===== config.mk =====
export PLATFORM = sky130hd
export DESIGN_NAME = keypad_code_lock
export DESIGN_NICKNAME = d
export VERILOG_FILES = /design/src/hw/rtl/kcl_pkg.sv /design/src/hw/rtl/kcl_step.sv /design/src/hw/rtl/keypad_code_lock.sv
export SDC_FILE = /design/constraint.sdc
export NUM_CORES = 1
export LEC_CHECK = 0
export ABC_AREA = 1
export ABC_CLOCK_PERIOD_IN_PS = 5800
export BUFFER_PORTS_ARGS = -buffer_cell sky130_fd_sc_hd__buf_2
export CAP_MARGIN = 0
export CORE_MARGIN = 2
export CORE_UTILIZATION = 25
export DETAILED_ROUTE_END_ITERATION = 10
export PLACE_DENSITY = 0.45
export SLEW_MARGIN = 5
export SYNTH_ARGS = -nofsm -noshare
export SYNTH_HDL_FRONTEND = slang
export SYNTH_SLANG_ARGS = --single-unit

===== constraint.sdc =====
create_clock -name clk -period 5.8 [get_ports clk]
set_input_delay 0.58 -clock clk [delete_from_list [all_inputs] [get_ports clk]]
set_output_delay 0.58 -clock clk [all_outputs]
set_load 0.03 [all_outputs]

===== src/hw/rtl/kcl_pkg.sv =====
// ----------------------------------------------------------------------------
// kcl_pkg: shared types and constants of the keypad code lock
// Key codes, status and mode codes, counter widths and the step interface
// structs used between the lock datapath and its step logic.
// ----------------------------------------------------------------------------
package kcl_pkg;

    // Lengths of a code entry and of a reset entry, in keys
    localparam int CODE_LENGTH  = 4;
    localparam int RESET_LENGTH = 10;

    // Upper bound on the entry counter: the longer of the two entry lengths
    localparam int MAX_CNT = (CODE_LENGTH > RESET_LENGTH) ? CODE_LENGTH : RESET_LENGTH;
    localparam int CNT_W   = $clog2(MAX_CNT + 1);
    localparam int IDX_W   = (CODE_LENGTH > 1) ? $clog2(CODE_LENGTH) : 1;

    localparam int KEY_W   = 8;
    localparam int SHOWN_W = 4;

    // Key codes
    localparam logic [KEY_W-1:0] KEY_NONE   = 8'h00;
    localparam logic [KEY_W-1:0] KEY_CHANGE = 8'h5C;
    localparam logic [KEY_W-1:0] KEY_CLOSE  = 8'h2A;
    localparam logic [KEY_W-1:0] KEY_RESET  = 8'h2D;
    localparam logic [KEY_W-1:0] KEY_CANCEL = 8'h63;
    localparam logic [KEY_W-1:0] KEY_ZERO   = 8'h30;

    typedef enum logic [1:0] {
        MODE_MENU   = 2'd0,
        MODE_CHANGE = 2'd1,
        MODE_RESET  = 2'd2
    } mode_t;

    typedef enum logic [3:0] {
        ST_IGNORED    = 4'd0,
        ST_TAKEN      = 4'd1,
        ST_UNLOCKED   = 4'd2,
        ST_WRONG      = 4'd3,
        ST_CLOSED     = 4'd4,
        ST_CHG_START  = 4'd5,
        ST_SAVED      = 4'd6,
        ST_SAVE_FAIL  = 4'd7,
        ST_RST_START  = 4'd8,
        ST_RST_DONE   = 4'd9,
        ST_CANCELLED  = 4'd10,
        ST_MENU_IGNORE = 4'd11
    } status_t;

    typedef logic [CODE_LENGTH-1:0][KEY_W-1:0] code_t;

    // Control state of the lock
    typedef struct packed {
        logic             door_locked;
        mode_t            mode;
        logic [CNT_W-1:0] count;
        logic             mismatch;
    } lock_state_t;

    // Result of one key
    typedef struct packed {
        status_t            status;
        logic               door_closed;
        logic               beep;
        logic [SHOWN_W-1:0] shown;
    } lock_result_t;

    // Storage updates requested by one key
    typedef struct packed {
        logic             buf_we;
        logic [IDX_W-1:0] buf_idx;
        logic             load_new;
        logic             load_zero;
    } lock_store_t;

endpackage


===== src/hw/rtl/kcl_step.sv =====
// ----------------------------------------------------------------------------
// kcl_step: next-state logic of the keypad code lock
// Works out, for one key, the next control state, the result beat and the
// password storage updates.
// ----------------------------------------------------------------------------
module kcl_step
    import kcl_pkg::*;
(
    input  logic [KEY_W-1:0] key,
    input  lock_state_t      cur,
    input  code_t            stored_code,
    output lock_state_t      nxt,
    output lock_result_t     res,
    output lock_store_t      store
);

    logic             in_entry;
    logic             mism;
    logic [CNT_W-1:0] cnt_inc;
    logic [31:0]      cnt_wide;
    logic             below_code;

    assign in_entry   = cur.door_locked || (cur.mode == MODE_CHANGE) || (cur.mode == MODE_RESET);
    assign cnt_inc    = cur.count + CNT_W'(1);
    assign cnt_wide   = 32'(cnt_inc);
    assign below_code = (32'(cur.count) < CODE_LENGTH);

    // Decode one key against the current entry
    always_comb
    begin
        nxt             = cur;
        res.status      = ST_IGNORED;
        res.beep        = 1'b0;
        res.shown       = '0;
        store.buf_we    = 1'b0;
        store.buf_idx   = cur.count[IDX_W-1:0];
        store.load_new  = 1'b0;
        store.load_zero = 1'b0;
        mism            = cur.mismatch;

        if (key == KEY_NONE)
        begin
            res.shown = 4'(32'(cur.count));
        end
        else if (key == KEY_CANCEL && in_entry)
        begin
            nxt.mode     = MODE_MENU;
            nxt.count    = '0;
            nxt.mismatch = 1'b0;
            res.status   = ST_CANCELLED;
        end
        else if (cur.mode == MODE_CHANGE)
        begin
            res.beep = 1'b1;
            if (below_code)
            begin
                store.buf_we = 1'b1;
                nxt.count    = cnt_inc;
                res.status   = ST_TAKEN;
                res.shown    = cnt_wide[SHOWN_W-1:0];
            end
            else
            begin
                res.shown = SHOWN_W'(CODE_LENGTH + 1);
                if (key == KEY_CHANGE)
                begin
                    store.load_new = 1'b1;
                    res.status     = ST_SAVED;
                end
                else
                begin
                    res.status = ST_SAVE_FAIL;
                end
                nxt.mode     = MODE_MENU;
                nxt.count    = '0;
                nxt.mismatch = 1'b0;
            end
        end
        else if (cur.mode == MODE_RESET)
        begin
            res.beep  = 1'b1;
            mism      = cur.mismatch || (key != KEY_ZERO);
            res.shown = cnt_wide[SHOWN_W-1:0];
            if (cnt_wide >= 32'(RESET_LENGTH))
            begin
                if (!mism)
                begin
                    store.load_zero = 1'b1;
                    res.status      = ST_RST_DONE;
                end
                else
                begin
                    res.status = ST_WRONG;
                end
                nxt.mode     = MODE_MENU;
                nxt.count    = '0;
                nxt.mismatch = 1'b0;
            end
            else
            begin
                nxt.count    = cnt_inc;
                nxt.mismatch = mism;
                res.status   = ST_TAKEN;
            end
        end
        else if (cur.door_locked)
        begin
            res.beep = 1'b1;
            if (below_code && key != stored_code[cur.count[IDX_W-1:0]])
            begin
                mism = 1'b1;
            end
            res.shown = cnt_wide[SHOWN_W-1:0];
            if (cnt_wide >= 32'(CODE_LENGTH))
            begin
                if (!mism)
                begin
                    nxt.door_locked = 1'b0;
                    res.status      = ST_UNLOCKED;
                end
                else
                begin
                    res.status = ST_WRONG;
                end
                nxt.mode     = MODE_MENU;
                nxt.count    = '0;
                nxt.mismatch = 1'b0;
            end
            else
            begin
                nxt.count    = cnt_inc;
                nxt.mismatch = mism;
                res.status   = ST_TAKEN;
            end
        end
        else
        begin
            // Open menu: only the three menu keys act
            nxt.mode     = MODE_MENU;
            nxt.count    = '0;
            nxt.mismatch = 1'b0;
            case (key)
                KEY_CLOSE:
                begin
                    nxt.door_locked = 1'b1;
                    res.status      = ST_CLOSED;
                    res.beep        = 1'b1;
                end
                KEY_CHANGE:
                begin
                    nxt.mode   = MODE_CHANGE;
                    res.status = ST_CHG_START;
                    res.beep   = 1'b1;
                end
                KEY_RESET:
                begin
                    nxt.mode   = MODE_RESET;
                    res.status = ST_RST_START;
                    res.beep   = 1'b1;
                end
                default:
                begin
                    res.status = ST_MENU_IGNORE;
                end
            endcase
        end

        res.door_closed = nxt.door_locked;
    end

endmodule


===== src/hw/rtl/keypad_code_lock.sv =====
// ----------------------------------------------------------------------------
// keypad_code_lock: keypad driven door lock with password change and reset
// Takes one key code per beat, keeps the password and door state, and gives
// one status beat per key.
// ----------------------------------------------------------------------------
//
//   channel   direction  handshake            payload
//   key       in         in_valid / in_stall  key_code[7:0]
//   result    out        out_valid/ out_stall status[3:0], door_closed, beep,
//                                             keys_entered[3:0]
//
// A key beat lands in the input register, is decoded by the combinational
// step logic and its result is written to the output register: the key
// passes the input register and then the output register, one key per cycle
// sustained while out_stall stays low.
// The input register refills in the same cycle the output register drains,
// so throughput is set only by the out_stall of the consumer.
// Reset clears the door to open, the password to all '0' and any entry.
// A stalled result holds its payload and backs up into in_stall.
// ----------------------------------------------------------------------------
module keypad_code_lock
    import kcl_pkg::*;
(
    input  logic               clk,
    input  logic               rst_n,
    input  logic               in_valid,
    output logic               in_stall,
    input  logic [KEY_W-1:0]   key_code,
    output logic               out_valid,
    input  logic               out_stall,
    output logic [3:0]         status,
    output logic               door_closed,
    output logic               beep,
    output logic [SHOWN_W-1:0] keys_entered
);

    logic             in_valid_reg;
    logic [KEY_W-1:0] key_reg;
    lock_state_t      state_reg;
    code_t            stored_code_reg;
    code_t            new_code_reg;
    logic             out_valid_reg;
    lock_result_t     result_reg;

    lock_state_t      state_next;
    lock_result_t     result_next;
    lock_store_t      store;
    logic             advance;
    logic             in_accept;

    assign advance   = in_valid_reg && (!out_valid_reg || !out_stall);
    assign in_stall  = in_valid_reg && !advance;
    assign in_accept = in_valid && !in_stall;

    kcl_step u_step
    (
        .key         (key_reg),
        .cur         (state_reg),
        .stored_code (stored_code_reg),
        .nxt         (state_next),
        .res         (result_next),
        .store       (store)
    );

    // Hold the input beat until the step logic takes it
    always_ff @(posedge clk or negedge rst_n)
    begin
        if (!rst_n)
        begin
            in_valid_reg <= 1'b0;
        end
        else if (in_accept)
        begin
            in_valid_reg <= 1'b1;
        end
        else if (advance)
        begin
            in_valid_reg <= 1'b0;
        end
    end

    always_ff @(posedge clk)
    begin
        if (in_accept)
        begin
            key_reg <= key_code;
        end
    end

    // Advance the lock state and the password
    always_ff @(posedge clk or negedge rst_n)
    begin
        if (!rst_n)
        begin
            state_reg.door_locked <= 1'b0;
            state_reg.mode        <= MODE_MENU;
            state_reg.count       <= '0;
            state_reg.mismatch    <= 1'b0;
            stored_code_reg       <= {CODE_LENGTH{KEY_ZERO}};
        end
        else if (advance)
        begin
            state_reg <= state_next;
            if (store.load_new)
            begin
                stored_code_reg <= new_code_reg;
            end
            else if (store.load_zero)
            begin
                stored_code_reg <= {CODE_LENGTH{KEY_ZERO}};
            end
        end
    end

    // Collect the keys of a new password
    always_ff @(posedge clk)
    begin
        if (advance && store.buf_we)
        begin
            new_code_reg[store.buf_idx] <= key_reg;
        end
    end

    // Hold the result beat until the consumer takes it
    always_ff @(posedge clk or negedge rst_n)
    begin
        if (!rst_n)
        begin
            out_valid_reg <= 1'b0;
        end
        else if (advance)
        begin
            out_valid_reg <= 1'b1;
        end
        else if (!out_stall)
        begin
            out_valid_reg <= 1'b0;
        end
    end

    always_ff @(posedge clk)
    begin
        if (advance)
        begin
            result_reg <= result_next;
        end
    end

    assign out_valid    = out_valid_reg;
    assign status       = result_reg.status;
    assign door_closed  = result_reg.door_closed;
    assign beep         = result_reg.beep;
    assign keys_entered = result_reg.shown;

    // A locked door only ever runs a code entry
    a_locked_menu: assert property (@(posedge clk) disable iff (!rst_n)
        state_reg.door_locked |-> (state_reg.mode == MODE_MENU))
        else $error("door locked during a change or reset entry");

    // The entry counter never passes the longest entry
    a_count_bound: assert property (@(posedge clk) disable iff (!rst_n)
        32'(state_reg.count) <= MAX_CNT)
        else $error("entry counter out of range");

    // A mismatch is only remembered inside a code or reset entry
    a_mismatch_ctx: assert property (@(posedge clk) disable iff (!rst_n)
        state_reg.mismatch |-> (state_reg.door_locked || state_reg.mode == MODE_RESET))
        else $error("mismatch flag set outside an entry");

    // The result reports the door state left by its key
    a_door_result: assert property (@(posedge clk) disable iff (!rst_n)
        advance |=> (result_reg.door_closed == state_reg.door_locked))
        else $error("door_closed disagrees with the door state");

    // Stall the key channel only while a key waits in the input register
    a_stall_cause: assert property (@(posedge clk) disable iff (!rst_n)
        in_stall |-> (in_valid_reg && out_valid_reg && out_stall))
        else $error("key channel stalled without a waiting result");

endmodule

; After elaboration in Yosys (flattened, before gate mapping)
; Index checks and enable logic that the tools add are counted.
[op_classes]
addsub = 1
magnitude_cmp = 5
n_eq_ne = 12
n_mux = 67
bitwise_logic = 1
reduce_logical = 24
[op_table]
columns = cell, count
row1 = two-way mux 32 bit, 2
row2 = two-way mux 4 bit, 11
row3 = bitwise mux 32 bit, 1
row4 = two-way mux 8 bit, 4
row5 = two-way mux 1 bit, 31
row6 = two-way mux 7 bit, 3
row7 = two-way mux 5 bit, 4
row8 = binary-select mux 8 bit (select 2 bit), 1
row9 = demux 8 bit (select 2 bit), 1
row10 = equality test 8 x 6 -> 1 bit (second input constant), 2
row11 = equality test 8 x 7 -> 1 bit (second input constant), 2
row12 = case mux 4 bit (3 select lines), 1
row13 = two-way mux 2 bit, 5
row14 = zero test 8 bit, 1
row15 = != test 8 x 6 -> 1 bit (second input constant), 1
row16 = != test 8 bit, 1
row17 = logical AND 1 bit, 7
row18 = two-way mux 3 bit, 2
row19 = != test 5 x 1 -> 1 bit (second input constant), 1
row20 = AND reduction 5 bit, 1
row21 = adder 4 x 1 -> 4 bit (second input constant), 1
row22 = greater-or-equal comparator 4 x 3 -> 1 bit (second input constant), 1
row23 = greater-or-equal comparator 4 bit (second input constant), 1
row24 = zero test 1 bit, 4
row25 = other kinds (16), 21
[totals]
register_bits = 92
in_bits = 12

; Longest topological paths before layout
; Gate-level depths: netlist (run 1).
[logic_depth]
ltp_word = 17
mapped_depth = 18

; Cells and area by module
; From an unflattened synthesis (run 1), not the netlist that was laid out.
[hier_totals]
hier_cells = 494
area_unflattened_um2 = 4498.1
[by_module_without_submodules]
columns = mod, instances, cells_per_inst, area_per_inst_um2, seq_area_each_um2
row1 = keypad_code_lock, 1, 264, 3353.2, 2562.5
row2 = kcl_step, 1, 230, 1144.8, 0.0

; Worst setup path before layout (run 1)
; No wires, ideal clock.
[synth_timing]
path_type = input to register
from = input out_stall
to = register new_code_reg[0] (netlist bit) (enable)
setup_time_ns = 0.371
arrival_time_ns = 2.021
required_time_ns = 5.429
setup_slack_ns = 3.408
cell_stages = 7
path_buffers = 0
cell_sequence = nand2_1 -> inv_1 -> nor2_1 -> nand2_2 -> inv_1 -> nand2_1 -> nor2_1
[synth_via]
elab_chain_cells = 4
[synth_rtl]
columns = item, line
row1 = from (decl), keypad_code_lock.sv:30  ; input logic out_stall,
row2 = zero test 1 bit, n/a
row3 = logical OR 1 bit, keypad_code_lock.sv:51  ; assign advance = in_valid_reg && (!out_valid_reg || !out_stall);
row4 = logical AND 1 bit, keypad_code_lock.sv:51
row5 = net advance, keypad_code_lock.sv:48  ; logic advance;
row6 = logical AND 1 bit, keypad_code_lock.sv:118  ; if (advance && store.buf_we)
row7 = "to (signal, indexed assignment)", keypad_code_lock.sv:120  ; new_code_reg[store.buf_idx] <= key_reg;
row8 = to (decl), keypad_code_lock.sv:41  ; code_t new_code_reg;
; The timed path passes the listed nets, and every way through them passes these cells.
; A chain may end at the register's enable or synchronous reset.

; Final worst setup path (run 1)
[layout_timing]
from = register state_reg[1] (netlist bit)
to = register stored_code_reg[8] (netlist bit)
[layout_via]
elab_chain_cells = 9
elab_cells_between_ends = 13
classes_between = 1 x add/sub / 2 x order compare / 8 x mux / 2 x reduce/logical
[layout_rtl]
columns = item, line
row1 = from (decl), keypad_code_lock.sv:39  ; lock_state_t state_reg;
row2 = from (signal assigned), keypad_code_lock.sv:103  ; state_reg <= state_next;
row3 = adder 4 x 1 -> 4 bit, kcl_step.sv:24  ; assign cnt_inc = cur.count + CNT_W'(1);
row4 = greater-or-equal comparator 4 bit, kcl_step.sv:84  ; if (cnt_wide >= 32'(RESET_LENGTH))
row5 = two-way mux 1 bit, kcl_step.sv:84
row6 = two-way mux 1 bit, kcl_step.sv:79  ; else if (cur.mode == MODE_RESET)
row7 = two-way mux 1 bit, kcl_step.sv:52  ; else if (cur.mode == MODE_CHANGE)
row8 = two-way mux 2 bit (*), kcl_step.sv:45  ; else if (key == KEY_CANCEL && in_entry)
row9 = two-way mux 2 bit (*), kcl_step.sv:41  ; if (key == KEY_NONE)
row10 = nonzero test 2 bit (no source line), n/a
row11 = AND reduction 2 bit (no source line), n/a
row12 = to (signal assigned), keypad_code_lock.sv:99  ; stored_code_reg <= {CODE_LENGTH{KEY_ZERO}};
row13 = to (signal assigned), keypad_code_lock.sv:106  ; stored_code_reg <= new_code_reg;
row14 = to (signal assigned), keypad_code_lock.sv:110  ; stored_code_reg <= {CODE_LENGTH{KEY_ZERO}};
row15 = to (decl), keypad_code_lock.sv:40  ; code_t stored_code_reg;
; Mark *: on every way between the ends. The rest lies on a longest branch, timed or not.

==> load_flow_metrics.sql, run 1 <==
INSERT INTO impl_metrics (metric_group, metric, value, unit) VALUES
('critical_path', 'worstPathArrival', '3790', 'ps'),
('sta', 'period_share', '0.612', ''),
('grt', 'grt-ovfl-total', '0', ''),
('sta', 'unrepaired_setup_endpoints_after_global_routing', 'false', ''),
('cts', 'maximum_level_of_the_cts_h_tree', '3', ''),
('cells_and_area', 'finalNetCount', '493', ''),
('die', 'fp-row-count', '47', ''),
('critical_path', 'criticalPathCategory', 'reg -> reg', ''),
('drt', 'drt_wl_total', '10100', 'µm'),
('cts', 'cts_made_buffers', '9', ''),
('critical_path', 'rr_startpoint', 'state_reg[1]', ''),
('placed_design', 'routabilityCongestion', '0.847', ''),
('sta', 'hold_viol_final', '0', ''),
('critical_path', 'critical_path_launch_point_type', 'flip-flop', ''),
('cts', 'max-clock-path-buffers', '2', ''),
('placed_design', 'placedInstanceArea', '4560', 'µm²'),
('power_and_ir_drop', 'power_leakage', '0.00212', 'µW'),
('cells_and_area', 'synthToLayoutAreaGrowth', '13.7', '%'),
('synthesis', 'synth.largest_area_cell', 'edfxtp_1', ''),
('synthesis', 'synthesis.instances', '454', ''),
('cells_and_area', 'final_layout_size_suffix_gt1_frac', '0.152', ''),
('cells_and_area', 'antenna_cells_inserted', '0', ''),
('die', 'die-height', '135', 'µm'),
('synthesis', 'yosysWarningCount', '0', ''),
('critical_path', 'worst-path-max-fanout', '25', ''),
('worst_hold_path', 'hp-class', 'in -> async', ''),
('drt', 'detail_route.vias_per_cell', '4.42', ''),
('synthesis', 'synth-edff-count', '50', ''),
('sta', 'slew-limit-headroom', '0.229', ''),
('synthesis', 'post_synth_most_frequent_cells', 'nand2_1, nand3_1, edfxtp_1', ''),
('power_and_ir_drop', 'power.ir.vdd_worst', '0.000169', 'V'),
('synthesis', 'yosysSeqAreaShare', '0.601', ''),
('drt', 'wl_per_cell', '14.4', 'µm'),
('die', 'die_outline_width', '135', 'µm'),
('drt', 'drt_first_iter_violations', '210', ''),
('cts', 'cts.repair.resized', '0', ''),
('synthesis', 'yosysUniqueCellTypes', '33', ''),
('grt', 'grt_antenna_before_repair', '0', ''),
('sta', 'final.min_clock_period', '3550', 'ps'),
('synthesis', 'netlist.area_leader.share', '0.352', ''),
('synthesis', 'synth_area_leaders', 'edfxtp_1, dfrtp_1, nand2_1', ''),
('grt', 'grt_first_pass_wirelength', '16800', 'µm'),
('sta', 'clock_skew', '6.27', 'ps'),
('critical_path', 'crit_top_cell', 'nand2_1', ''),
('critical_path', 'worst_path_dominant_cell_family', 'buffers and inverters', ''),
('placed_design', 'dp.final_hpwl', '7030', 'µm'),
('cts', 'ctsRootBufferMaster', 'clkbuf_16', ''),
('critical_path', 'timing.reg2reg.worst_path_depth', '9', ''),
('critical_path', 'crit_required', '6040', 'ps'),
('synthesis', 'synth_seq_cells', '92', ''),
('sta', 'setup_tns_after_final_layout', '0', 'ps'),
('cts', 'tritoncts', 'built', ''),
('drt', 'remaining_drc_errors', '0', ''),
('placed_design', 'input_output_buffers', '23', ''),
('die', 'initial_utilization', '0.256', ''),
('sta', 'max_freq', '0.282', 'GHz'),
('cts', 'cts_hold_repair.buffers', '0', ''),
('sta', 'report.final.setup_viol', '0', ''),
('drt', 'drt_pre_antenna_iters', '5', ''),
('grt', 'grt_pass1_vias', '3189', ''),
('critical_path', 'rrSetupSlack', '2250', 'ps'),
('synthesis', 'combined_area_of_all_synthesized_cells', '4260', 'µm²'),
('run_status', 'run_status', 'finished, final reports clean', ''),
('synthesis', 'synthMostInstantiatedCell', 'nand2_1', ''),
('grt', 'grt_max_degree', '43', ''),
('drt', 'drtAntennaViolNets', '0', ''),
('sta', 'timing_max_transition_violations_final', '0', ''),
('power_and_ir_drop', 'fin_total_pwr', '1840', 'µW'),
('critical_path', 'timing.critical_path.cells', 'inv_1 > ha_1 > nor3_1 > nor2_1 > nand3_1 > a21oi_4 > inv_2 > nand2_1 > nand2_1', ''),
('critical_path', 'slowest_delay', '780', 'ps'),
('cts', 'worst_setup_hold_path_clk_slew', '70', 'ps');
==> layout by cell type (no fill, tap or decap), drive strengths merged, types with 5 or more instances in the layout <==
| cell | count |
|---|---|
| nand3 | 64 |
| nor2 | 47 |
| edfxtp | 50 |
| dfstp | 8 |
| buf | 25 |
| clkinv | 5 |
| a21oi | 16 |
| o21ai | 12 |
| dfrtp | 34 |
| nor3 | 7 |
| inv | 42 |
| clkbuf | 9 |
| ha | 5 |
| nand2 | 144 |
==> power by group <==
part	total, µW	internal (µW)	switching (µW)
clock network	562	297	264
registers	832	770	62.2
logic	448	133	315
total	1840	1200	642
==> cell families (layout without fill, tap and decap cells) <==
logic type               count (synthesis)  in the layout  synth area share
AND/OR/NAND/NOR                        268            268             0.269
flip-flops                              92             92             0.601
buffers and inverters                   54             81            0.0605
AO/OA/AOI/OAI                           34             34            0.0523
adder cells (fa/ha/maj)                  5              5            0.0147
XOR/XNOR                                 1              1           0.00205
==> metal layers <==
layer / GRT usage / up-vias / wire length, µm
li1: - / 1547 / -
met1: 0.164 / 1468 / 4880
met2: 0.188 / 67 / 4690
met3: 0.0236 / 14 / 316
met4: 0.0579 / 0 / 211
met5: 0 / - / 0
==> area by class of cell <==
class	instances	area, µm²
inverters	40	150
clock buffers	9	225
fillers	1739	11800
flip-flops and latches	92	2560
multi-input cells	308	1440
clock inverters	7	60.1
well taps	220	275
repair buffers	25	130
==> worst max path at each step <==
| stage | slack [ps] | from | end | cells after the start |
|---|---|---|---|---|
| floorplan | 3410 | out_stall | new_code_reg[0] | 7 |
| detailed placement | 2240 | state_reg[1] | stored_code_reg[27] | 9 |
| global route | 1860 | state_reg[1] | stored_code_reg[8] | 9 |
| global placement | 2390 | state_reg[1] | stored_code_reg[14] | 9 |
| finish | 2250 | state_reg[1] | stored_code_reg[8] | 9 |
| CTS | 2220 | state_reg[1] | stored_code_reg[8] | 9 |
==> metrics by stage <==
stage / worst slack, ps / std cells / util
global placement: 2390 / 685 / 0.274
detailed placement: 2240 / 685 / 0.274
finish: 2250 / 701 / 0.291
CTS: 2220 / 701 / 0.291
global route: 1860 / 701 / 0.291
floorplan: 3410 / 454 / -
Note: power is estimated with default switching activity, not from simulation.
==> inputs of run 2 (changes only) <==
ABC_AREA = 0   (was 1)
ABC_CLOCK_PERIOD_IN_PS = 3200   (was 5800)
PLACE_DENSITY = 0.47   (was 0.45)
clock period = 3.2 ns   (was 5.8 ns; I/O delays follow)
==> load_flow_metrics.sql, run 2 <==
INSERT INTO impl_metrics (metric_group, metric, value, unit) VALUES
('run_status', 'run_status', 'finished, final reports clean', ''),
('critical_path', 'rrSetupSlack', '220', 'ps'),
('cts', 'tritoncts', 'built', ''),
('power_and_ir_drop', 'power_leakage', '0.00181', 'µW'),
('sta', 'max_freq', '0.336', 'GHz'),
('cells_and_area', 'layout.cells.most_common', 'edfxtp_1', ''),
('grt', 'grt_overall_usage', '0.120', ''),
('cells_and_area', 'antenna_cells_inserted', '0', ''),
('sta', 'timing_max_transition_violations_final', '0', ''),
('cts', 'maximum_level_of_the_cts_h_tree', '3', ''),
('synthesis', 'yosysWarningCount', '0', ''),
('drt', 'drt_wl_total', '9780', 'µm'),
('die', 'die_outline_width', '132', 'µm'),
('sta', 'clock_skew', '10.0', 'ps'),
('die', 'die_area', '17500', 'µm²'),
('die', 'initial_utilization', '0.257', ''),
('power_and_ir_drop', 'power_per_cell_area', '713', 'nW/µm²'),
('synthesis', 'dominantRegCellSynth', 'edfxtp_1', ''),
('cells_and_area', 'finalNetCount', '353', ''),
('sta', 'max_slew.worst_pin.slew', '965', 'ps'),
('cts', 'worst_setup_hold_path_clk_slew', '70', 'ps'),
('cts', 'max-clock-path-buffers', '2', ''),
('cts', 'cts_setup_buffers', '0', ''),
('sta', 'unrepaired_setup_endpoints_after_global_routing', 'false', ''),
('placed_design', 'placedInstanceArea', '4520', 'µm²'),
('cts', 'cts.sinks', '92', ''),
('grt', 'grt-ovfl-total', '0', ''),
('grt', 'grt_antenna_before_repair', '0', ''),
('sta', 'period_share', '0.931', ''),
('drt', 'detail_route.vias_per_cell', '4.78', ''),
('cells_and_area', 'synthToLayoutAreaGrowth', '17.1', '%'),
('placed_design', 'input_output_buffers', '23', ''),
('cts', 'cts_hold_repair.buffers', '0', ''),
('critical_path', 'crit_required', '3440', 'ps'),
('critical_path', 'end_kind', 'flip-flop', ''),
('sta', 'report.final.setup_viol', '0', ''),
('synthesis', 'synth_area_leaders', 'edfxtp_1, dfrtp_1, dfstp_2', ''),
('drt', 'drt_pre_antenna_iters', '4', ''),
('drt', 'drtAntennaViolNets', '0', ''),
('synthesis', 'synthesis.nets', '320', ''),
('cells_and_area', 'final_layout_size_suffix_gt1_frac', '0.214', ''),
('synthesis', 'combined_area_of_all_synthesized_cells', '4120', 'µm²'),
('sta', 'final.min_clock_period', '2980', 'ps'),
('drt', 'drt_first_iter_violations', '218', ''),
('critical_path', 'rr_startpoint', 'key_reg[6]', ''),
('synthesis', 'synthMostInstantiatedCell', 'edfxtp_1', ''),
('sta', 'slew-limit-headroom', '0.357', ''),
('critical_path', 'timing.reg2reg.worst_path_depth', '5', ''),
('synthesis', 'yosysSeqAreaShare', '0.622', ''),
('synthesis', 'syn-mean-instance-area', '13.6', 'µm²'),
('die', 'ioPinCount', '24', ''),
('synthesis', 'synth.largest_area_cell', 'edfxtp_1', ''),
('synthesis', 'post_synth_most_frequent_cells', 'edfxtp_1, dfrtp_1, a22o_1', ''),
('die', 'floorplan.core_area', '16000', 'µm²'),
('critical_path', 'worst-path-max-fanout', '24', ''),
('critical_path', 'reg_to_reg_end', 'stored_code_reg[24]', ''),
('cells_and_area', 'final-seq-area', '2560', 'µm²'),
('placed_design', 'routabilityCongestion', '0.939', ''),
('synthesis', 'synth_seq_cells', '92', ''),
('drt', 'remaining_drc_errors', '0', ''),
('power_and_ir_drop', 'power.ir.vdd_worst', '0.000437', 'V'),
('cells_and_area', 'layout.cell_area.non_filler', '4820', 'µm²'),
('drt', 'via_count', '2661', ''),
('worst_hold_path', 'hp-class', 'in -> async', ''),
('cells_and_area', 'multi_input_comb_area', '1440', 'µm²'),
('synthesis', 'netlist.area_leader.share', '0.365', ''),
('die', 'fp-row-count', '46', ''),
('critical_path', 'critical_path_launch_point_type', 'flip-flop', ''),
('die', 'die-height', '132', 'µm'),
('synthesis', 'synth-edff-count', '50', ''),
('drt', 'wl_per_cell', '17.5', 'µm'),
('sta', 'setup_tns_after_final_layout', '0', 'ps'),
('grt', 'grt_max_degree', '43', ''),
('sta', 'hold_viol_final', '0', ''),
('cts', 'cts.repair.resized', '0', ''),
('synthesis', 'synthesis.instances', '303', ''),
('synthesis', 'yosysUniqueCellTypes', '55', ''),
('critical_path', 'criticalPathCategory', 'reg -> reg', ''),
('grt', 'grt_first_pass_wirelength', '16000', 'µm'),
('cts', 'cts_made_buffers', '9', ''),
('synthesis', 'ys_async_sr_fraction', '0.457', ''),
('cells_and_area', 'mostFrequentLayoutCells', 'edfxtp_1, dfrtp_1, a22o_1', ''),
('critical_path', 'slowest_delay', '580', 'ps'),
('critical_path', 'worstPathArrival', '3220', 'ps'),
('placed_design', 'dp.final_hpwl', '6870', 'µm'),
('critical_path', 'timing.critical_path.cells', 'or4_4 > or4_1 > and3_1 > and2_1 > a22o_1', ''),
('cells_and_area', 'num-fill-cells', '1680', ''),
('job', 'cap_violations', '0', ''),
('critical_path', 'slowest_stage', 'or4_4', ''),
('cts', 'ctsRootBufferMaster', 'clkbuf_16', ''),
('grt', 'grt_pass1_vias', '2854', ''),
('cts', 'clk-insertion-delay-late', '350', 'ps');
run 2: changes by cell type after synthesis, sizes merged, moves of 9 or more:
cell   change
a22o      +24
inv       -34
nand2    -124
nand3     -56
nor2      -31
o22a       +9
xnor2     +10
run 2: power breakdown:
part	total (µW)	switching, µW	internal [µW]
combinational	880	579	301
sequential	1510	96.9	1420
clock	1040	493	548
total	3430	1170	2270
run 2: logic make-up after synthesis:
logic type | after synthesis | synth area share
flip-flops | 92 | 0.622
AND/OR/NAND/NOR | 85 | 0.112
AO/OA/AOI/OAI | 81 | 0.153
buffers and inverters | 21 | 0.0292
XOR/XNOR | 10 | 0.0213
multiplexers | 9 | 0.0465
adder cells (fa/ha/maj) | 5 | 0.0152
run 2: cell type report:
| cell class | count | share of cell area |
|---|---|---|
| flip-flops and latches | 92 | 0.532 |
| multi-input cells | 190 | 0.298 |
| well taps | 216 | 0.0561 |
| repair buffers | 37 | 0.0483 |
| clock buffers | 9 | 0.0467 |
| clock inverters | 7 | 0.0151 |
| inverters | 6 | 0.00467 |
run 2: worst max-delay path by stage:
stage / start / depth (start not counted) / to
2_1_floorplan: key_reg[6] / 6 / new_code_reg[0]
3_3_place_gp: key_reg[2] / 5 / stored_code_reg[15]
3_5_place_dp: key_reg[6] / 5 / stored_code_reg[14]
4_1_cts: key_reg[6] / 5 / stored_code_reg[24]
5_1_grt: key_reg[6] / 5 / stored_code_reg[24]
6_report: key_reg[6] / 5 / stored_code_reg[24]
run 2: worst max-delay path, delay by kind of cell (launching register included):
family / cells / cell delay (ps)
compound gates: 1 / 310
flops: 1 / 530
simple gates: 4 / 2030
run 2: stage by stage:
step | worst slack (ps) | util | power, µW | instances | hold WS (ps)
2_1_floorplan | 752 | - | 2110 | 303 | 24.4
3_3_place_gp | 347 | 0.283 | 2420 | 541 | 447
3_5_place_dp | 221 | 0.283 | 2420 | 541 | 449
4_1_cts | 207 | 0.301 | 3480 | 557 | 129
5_1_grt | 45.9 | 0.301 | 3630 | 557 | 134
6_report | 220 | 0.301 | 3430 | 557 | 120
run 2: metal layers:
| layer | vias up | part of all wire | track usage |
|---|---|---|---|
| met1 | 1338 | 0.46 | 0.151 |
| met5 | - | 0 | 0 |
| met3 | 12 | 0.043 | 0.0384 |
| met4 | 0 | 0.017 | 0.0406 |
| li1 | 1256 | - | - |
| met2 | 55 | 0.48 | 0.196 |
